[src/rtl/core/btd_pkg.sv]
// ----------------------------------------------------------------------------
// btd_pkg
// Shared types and constants of the broadcast table divide unit.
// ----------------------------------------------------------------------------
package btd_pkg;

    localparam int DATA_W     = 64;
    localparam int ADDR_IN_W  = 12;
    localparam int CFG_IDX_W  = 2;
    localparam int NUM_DIMS_W = 4;
    localparam int MASK_W     = 8;

    localparam logic [CFG_IDX_W-1:0] REG_NUM_DIMS   = 2'd0;
    localparam logic [CFG_IDX_W-1:0] REG_DIM_SIZES  = 2'd1;
    localparam logic [CFG_IDX_W-1:0] REG_SMALL_MASK = 2'd2;

    localparam logic MODE_WRITE  = 1'b0;
    localparam logic MODE_DIVIDE = 1'b1;

    localparam logic [DATA_W-1:0] FP_ONE         = 64'h3FF0_0000_0000_0000;
    localparam logic [DATA_W-1:0] FP_DEFAULT_NAN = 64'hFFF8_0000_0000_0000;
    localparam logic [DATA_W-1:0] FP_QUIET_BIT   = 64'h0008_0000_0000_0000;

    typedef struct packed {
        logic latch;
        logic addr_start;
        logic mem_write;
        logic mem_read;
        logic unit_start;
        logic out_load;
    } t_cmd;

    typedef struct packed {
        logic addr_busy;
        logic div_busy;
        logic odo_busy;
    } t_status;

endpackage

[src/rtl/core/btd_ctrl.sv]
// ----------------------------------------------------------------------------
// btd_ctrl
// Controller that sequences table writes and divisions and owns the
// output valid flag.
// ----------------------------------------------------------------------------
module btd_ctrl
    import btd_pkg::*;
(
    input  logic    i_clk,
    input  logic    i_rst_n,
    input  logic    i_in_valid,
    input  logic    i_mode,
    input  logic    i_out_stall,
    input  t_status i_status,
    output logic    o_in_stall,
    output logic    o_out_valid,
    output t_cmd    o_cmd
);

    typedef enum logic [2:0] {S_IDLE, S_ADDR, S_WRITE, S_READ, S_START, S_RUN} t_state;

    t_state r_state;
    logic   r_out_valid;
    logic   accept;
    logic   can_load;
    logic   done;

    always_comb begin
        accept           = i_in_valid && (r_state == S_IDLE);
        can_load         = !r_out_valid || !i_out_stall;
        done             = !i_status.div_busy && !i_status.odo_busy;
        o_cmd.latch      = accept;
        o_cmd.addr_start = accept && (i_mode == MODE_WRITE);
        o_cmd.mem_write  = r_state == S_WRITE;
        o_cmd.mem_read   = r_state == S_READ;
        o_cmd.unit_start = r_state == S_START;
        o_cmd.out_load   = (r_state == S_RUN) && done && can_load;
    end

    always_ff @(posedge i_clk) begin
        if (!i_rst_n) begin
            r_state     <= S_IDLE;
            r_out_valid <= 1'b0;
        end else begin
            if (o_cmd.out_load) begin
                r_out_valid <= 1'b1;
            end else if (!i_out_stall) begin
                r_out_valid <= 1'b0;
            end
            unique case (r_state)
                S_IDLE: begin
                    if (accept) begin
                        r_state <= (i_mode == MODE_WRITE) ? S_ADDR : S_READ;
                    end
                end
                S_ADDR: begin
                    if (!i_status.addr_busy) begin
                        r_state <= S_WRITE;
                    end
                end
                S_WRITE: r_state <= S_IDLE;
                S_READ:  r_state <= S_START;
                S_START: r_state <= S_RUN;
                S_RUN: begin
                    if (done && can_load) begin
                        r_state <= S_IDLE;
                    end
                end
                default: r_state <= S_IDLE;
            endcase
        end
    end

    assign o_in_stall  = r_state != S_IDLE;
    assign o_out_valid = r_out_valid;

    a_odo_started: assert property (@(posedge i_clk) disable iff (!i_rst_n)
        (r_state == S_START) |=> i_status.odo_busy)
        else $error("Odometer did not start with the division.");

    a_addr_started: assert property (@(posedge i_clk) disable iff (!i_rst_n)
        (accept && (i_mode == MODE_WRITE)) |=> i_status.addr_busy)
        else $error("Address reduction did not start on a table write.");

    a_write_after_reduce: assert property (@(posedge i_clk) disable iff (!i_rst_n)
        o_cmd.mem_write |-> !i_status.addr_busy)
        else $error("Table written before its address was reduced.");

    a_result_from_run: assert property (@(posedge i_clk) disable iff (!i_rst_n)
        $rose(r_out_valid) |-> ($past(r_state) == S_RUN))
        else $error("Result appeared without a finished division.");

endmodule

[config.mk]
export PLATFORM = sky130hd
export DESIGN_NAME = btd_ctrl
export DESIGN_NICKNAME = d
export VERILOG_FILES = /design/src/rtl/core/btd_pkg.sv /design/src/rtl/core/btd_ctrl.sv
export SDC_FILE = /design/constraint.sdc
export NUM_CORES = 1
export LEC_CHECK = 0
export BUFFER_PORTS_ARGS = -buffer_cell sky130_fd_sc_hd__buf_4
export CORE_AREA = 5 5 42 44
export CTS_BUF_LIST = sky130_fd_sc_hd__clkbuf_8
export DETAILED_ROUTE_END_ITERATION = 6
export DIE_AREA = 0 0 47 49
export SYNTH_ARGS = -nofsm -noshare
export SYNTH_HDL_FRONTEND = slang
export SYNTH_SLANG_ARGS = --single-unit
[constraint.sdc]
create_clock -name i_clk -period 2.6 [get_ports i_clk]
set_clock_uncertainty 0.1 [all_clocks]
set_input_delay 0.26 -clock i_clk [delete_from_list [all_inputs] [get_ports i_clk]]
set_output_delay 0.26 -clock i_clk [all_outputs]
set_load 0.005 [all_outputs]
==> results_dict.tcl, run 1 <==
set metrics [dict create \
    status "finished, final reports clean" \
    grt_usage_pct 7.48 \
    internal_power_uw 190 \
    ys_ff_latch 4 \
    end_kind "output pin" \
    power_density_nw_per_um2 578 \
    hold_class "primary input to register" \
    ios 16 \
    postCtsSetupBuffers 0 \
    numCtsBuffers 3 \
    report.final.hold_viol_count 0 \
    p_sw_uw 51.3 \
    setup_slack_ns 0.960 \
    seqPwrFrac_pct 29.6 \
    portBuffers 15 \
    start_kind "register" \
    n_antenna_cell 0 \
    dr.first_iter.drc_count 3 \
    fillCellCount 163 \
    place_ws_ns 1.18 \
    route.detailed.drc 0 \
    maxCapViolCount 0 \
    dpl.hpwl_um 528 \
    finalCriticalPeriod_ns 1.64 \
    final.setup.tns_ns 0 \
    critPathSlowestCell "or3_4" \
    areaGrowthSynthToFinish_pct 59.0 \
    fin_nets 56 \
    routed_wl_um 682 \
    clk_latency_ns 0.21 \
    num_vias 258 \
    floorplan.core_area_um2 1400 \
    p_leak_nw 0.195 \
    initial_core_util_pct 18.8 \
    syn_avg_cell_area_um2 8.76 \
    root_buffer "clkbuf_8" \
    drtPass1Iterations 4 \
    power_uw 242 \
    cts_sinks 4 \
    crit_arrival_ns 1.28 \
    grt_pass1_wl_um 1240 \
    ys_warn_count 0 \
    crit_fanout 8 \
    ys_types 21 \
    clockBufferDepth 2 \
    grt.overflow.total 0 \
    synth_top_area_share_pct 30.5 \
    ys_seq_area_share_pct 30.5 \
    max_stage_delay_ns 0.42 \
    setup_viol 0 \
    wl_per_cell_um 11.0 \
    multi_input_area_um2 156 \
    regArea_um2 80.1 \
    finalMaxSlewViolations 0 \
    synth_nets 38 \
    clkSlewWorstSetupHoldPaths_ns 0.03 \
    fin_crit_sh_pct 63.1 \
    syn-instance-count 30 \
    fp-row-count 14 \
    irDropWorstVdd_mv 0.244 \
    ff2ff_setup_slack_ns 1.44 \
    antenna_found_initial 0 \
    netlist_area_um2 263 \
    cts_tree "yes" \
    htree_num_levels 1 \
    gp_congestion 0.691 \
    crit_type "register to output pin" \
    die_area_um2 2300 \
    via_per_inst 4.16 \
    fmax_mhz 610 \
    worst_slew_pin_slew_ns 0.318 \
    ant_nets 0 \
    grt_start_max_net_pins 9 \
    final_core_util_pct 29.8 \
    crit_chain "or3_4, nor3_2, buf_4" \
    power.share.combinational_pct 16.9 \
    yosysTopAreaCell "dfxtp_1" \
    hold_buffers 0 \
    drive_above_1_share_pct 50.0 \
    grt_pass1_vias 290 \
    postCtsResizedCells 0 \
    chipWidth_um 47 \
    rsz0062_at_grt "false" \
    final_cell_mix "buf_4, dfxtp_1, nor2_1, clkbuf_8" \
    die_y_um 49 \
    relSlewSlack_pct 78.8 \
    synth_area_leaders "dfxtp_1, nor3_2, mux2_4" \
    required_ns 2.24 \
    final_common_cell "buf_4" \
    swShare_pct 21.2 \
    clockPowerShare_pct 53.5 \
]
[state kept, by name, indices dropped and copies added, names as in the netlist]
| register | cells |
|---|---|
| r_state | 3 |
| o_out_valid | 1 |
[worst paths after layout]
kind                                  from         end  cells after the start
worst min-delay path               i_rst_n  r_state[2]                      2
worst max-delay path            r_state[0]    o_cmd[4]                      3
worst max register to register  r_state[0]  r_state[0]                      3
worst min register to register  r_state[2]  r_state[1]                      1
[final cells by class]
class / count / area share (%)
repair buffers: 15 / 26.9
multi-input cells: 22 / 37.4
well taps: 16 / 4.79
inverters: 2 / 1.80
clock buffers: 3 / 9.88
flip-flops and latches: 4 / 19.2
[per-layer routing]
metal / up-vias / track usage (%) / wire length [um]
li1: 135 / - / -
met1: 115 / 8.17 / 258
met2: 8 / 12.0 / 396
met3: 0 / 2.58 / 27
met4: 0 / 4.15 / 0
met5: - / 0 / 0
[Yosys cell counts, drive strengths merged]
library cell  instances
a21oi                 1
a311oi                1
and2                  2
and3                  1
buf                   2
dfxtp                 4
inv                   2
mux2                  1
mux2i                 1
nand2                 2
nand2b                2
nand4bb               1
nor2                  3
nor3                  3
nor3b                 1
o21a                  1
o21ai                 1
or3                   1
[cells by family (layout without fill, tap and decap cells)]
| logic type | Yosys count | after routing | share of synthesized area, % |
|---|---|---|---|
| flops | 4 | 4 | 30.5 |
| compound gates | 4 | 4 | 10.0 |
| simple gates | 16 | 16 | 40.0 |
| buf+inv | 4 | 20 | 10.0 |
| mux | 2 | 2 | 9.52 |
[critical path: cells and delay by family (launching register included)]
| family | cells | cell delay, ns |
|---|---|---|
| buffers and inverters | 1 | 0.14 |
| flip-flops | 1 | 0.39 |
| AND/OR/NAND/NOR | 2 | 0.55 |
[per-stage QoR]
step	hold slack [ns]	cells	area, um2
CTS	0.170	62	418
global placement	0.389	59	377
finish	0.168	62	418
detailed placement	0.392	59	377
global route	0.175	62	418
floorplan	0.278	30	263
[power by group through the flow]
| stage | Sequential (mW) | Clock (mW) | Combinational [mW] |
|---|---|---|---|
| after floorplan | 0.0683 | 0 | 0.0271 |
| after global placement | 0.0720 | 0 | 0.0406 |
| after detailed placement | 0.0722 | 0 | 0.0413 |
| after CTS | 0.0715 | 0.132 | 0.0416 |
| after global routing | 0.0724 | 0.136 | 0.0453 |
| final | 0.0714 | 0.129 | 0.0408 |
(Power assumes the default switching activity.)
==> inputs of run 2 (changes only) <==
--- a/config.mk
+++ b/config.mk
@@ -5,6 +5,7 @@
 export SDC_FILE = /design/constraint.sdc
 export NUM_CORES = 1
 export LEC_CHECK = 0
+export ABC_AREA = 1
 export BUFFER_PORTS_ARGS = -buffer_cell sky130_fd_sc_hd__buf_4
 export CORE_AREA = 5 5 42 44
 export CTS_BUF_LIST = sky130_fd_sc_hd__clkbuf_8
==> constraint.sdc (replaced) <==
create_clock -name i_clk -period 1.4 [get_ports i_clk]
set_clock_uncertainty 0.1 [all_clocks]
set_input_delay 0.14 -clock i_clk [delete_from_list [all_inputs] [get_ports i_clk]]
set_output_delay 0.14 -clock i_clk [all_outputs]
set_load 0.005 [all_outputs]
==> results_dict.tcl, run 2 <==
set metrics [dict create \
    final_common_cell "buf_4" \
    finalMaxSlewViolations 0 \
    dr.first_iter.drc_count 1 \
    grt_start_max_net_pins 8 \
    final.setup.tns_ns 0 \
    finalCriticalPeriod_ns 1.32 \
    hold_class "primary input to register" \
    antenna_found_initial 0 \
    synth_area_leaders "dfxtp_1, nor2_1, nor3_1" \
    rsz0062_at_grt "false" \
    synth-main-ff-cell "dfxtp_1" \
    ys_types 16 \
    cts_tree "yes" \
    ys_top_cells_by_count "nor2_1, nand2_1, dfxtp_1, nor3_1" \
    initial_core_util_pct 18.5 \
    netlist_area_um2 259 \
    via_per_inst 4.07 \
    report.final.hold_viol_count 0 \
    hold_buffers 0 \
    fin_crit_sh_pct 94.1 \
    yosysTopAreaCell "dfxtp_1" \
    ys_ff_latch 4 \
    status "finished, final reports clean" \
    routed_wl_um 635 \
    grt.overflow.total 0 \
    crit_arrival_ns 1.08 \
    setup_viol 0 \
    syn_avg_cell_area_um2 7.00 \
    worst_slew_pin_slew_ns 0.251 \
    die_y_um 49 \
    floorplan.core_area_um2 1400 \
    final_core_util_pct 31.0 \
    chipWidth_um 47 \
    r2r_cells 5 \
    drtPass1Iterations 2 \
    htree_num_levels 1 \
    num_vias 285 \
    ys_warn_count 0 \
    die_area_um2 2300 \
    synth_top_area_share_pct 30.9 \
    start_kind "register" \
    crit_type "register to output pin" \
    route.detailed.drc 0 \
    portBuffers 15 \
    syn-instance-count 37 \
    ios 16 \
    grt_usage_pct 6.41 \
    fp-row-count 14 \
    async_reset_ff_share_pct 0 \
    end_kind "output pin" \
    clkSlewWorstSetupHoldPaths_ns 0.03 \
    yosysMostFrequentCell "nor2_1" \
    grt_pass1_vias 281 \
    numCtsBuffers 3 \
    cts_sinks 4 \
    ys_seq_area_share_pct 30.9 \
    relSlewSlack_pct 83.2 \
    clockBufferDepth 2 \
    power_density_nw_per_um2 1330 \
    irDropWorstVdd_mv 0.486 \
    wl_per_cell_um 9.07 \
    grt_pass1_wl_um 1010 \
    fin_nets 64 \
    maxCapViolCount 0 \
    largest_reg_flops 3 \
    drive_above_1_share_pct 53.7 \
    n_antenna_cell 0 \
    final_cell_mix "buf_4, nor2_1, nand2_1" \
    root_buffer "clkbuf_8" \
    areaGrowthSynthToFinish_pct 67.6 \
    dpl.hpwl_um 546 \
    ant_nets 0 \
    required_ns 1.16 \
    crit_fanout 5 \
    top_register "r_state" \
    gp_congestion 0.667 \
    clk_latency_ns 0.21 \
    synth_nets 45 \
    min_path_cells 3 \
    fmax_mhz 759 \
    p_leak_nw 0.204 \
    synth-edff-count 0 \
]
[run 2: per-layer routing]
layer  global-route usage [%]  wire (um)
met5                        0          0
met4                     8.29         14
met3                     2.21         43
met1                     5.49        240
met2                     9.50        337
[run 2: cell families after synthesis]
| family | after synthesis | synth area share [%] |
|---|---|---|
| flops | 4 | 30.9 |
| simple gates | 24 | 53.1 |
| buf+inv | 6 | 10.1 |
| compound gates | 3 | 5.80 |
[run 2: area by class of cell]
cell class | count | area, um2
Clock buffer | 3 | 41.3
Fill cell | 167 | 967
Inverter | 5 | 18.8
Multi-Input combinational cell | 27 | 160
Sequential cell | 4 | 81.3
Tap cell | 16 | 20.0
Timing Repair Buffer | 15 | 113
[run 2: final timing paths]
check                   start          end  slack [ns]
hold / removal        i_rst_n   r_state[2]        0.09
setup reg to reg   r_state[2]   r_state[2]        0.30
setup / recovery   r_state[2]     o_cmd[1]        0.08
hold reg to reg   o_out_valid  o_out_valid        0.39
[run 2: power breakdown]
group	switching, mW	internal (mW)
Combinational	0.0928	0.0904
Clock	0.0553	0.183
Sequential	0.0247	0.132
[run 2: through the flow]
step	power [mW]	setup slack [ns]	instance area (um2)	instances	hold slack, ns
after detailed placement	0.335	0.239	384	67	0.314
after global placement	0.332	0.266	384	67	0.308
final	0.578	0.0823	434	70	0.0914
after global routing	0.625	0.00760	434	70	0.119
after CTS	0.581	0.00667	425	70	0.0886
after floorplan	0.264	0.348	259	37	0.202
[run 2: timing repair]
action,4_1_cts,5_1_grt
buffers inserted,0,0
setup endpoints to repair,0,2
gates resized for setup,0,3
[run 2: worst max-delay path, cell delays in order, from the launching register on]
cell and delay [ns]:
dfxtp_1 0.45, nand2_4 0.09, nor2_1 0.18, buf_4 0.15
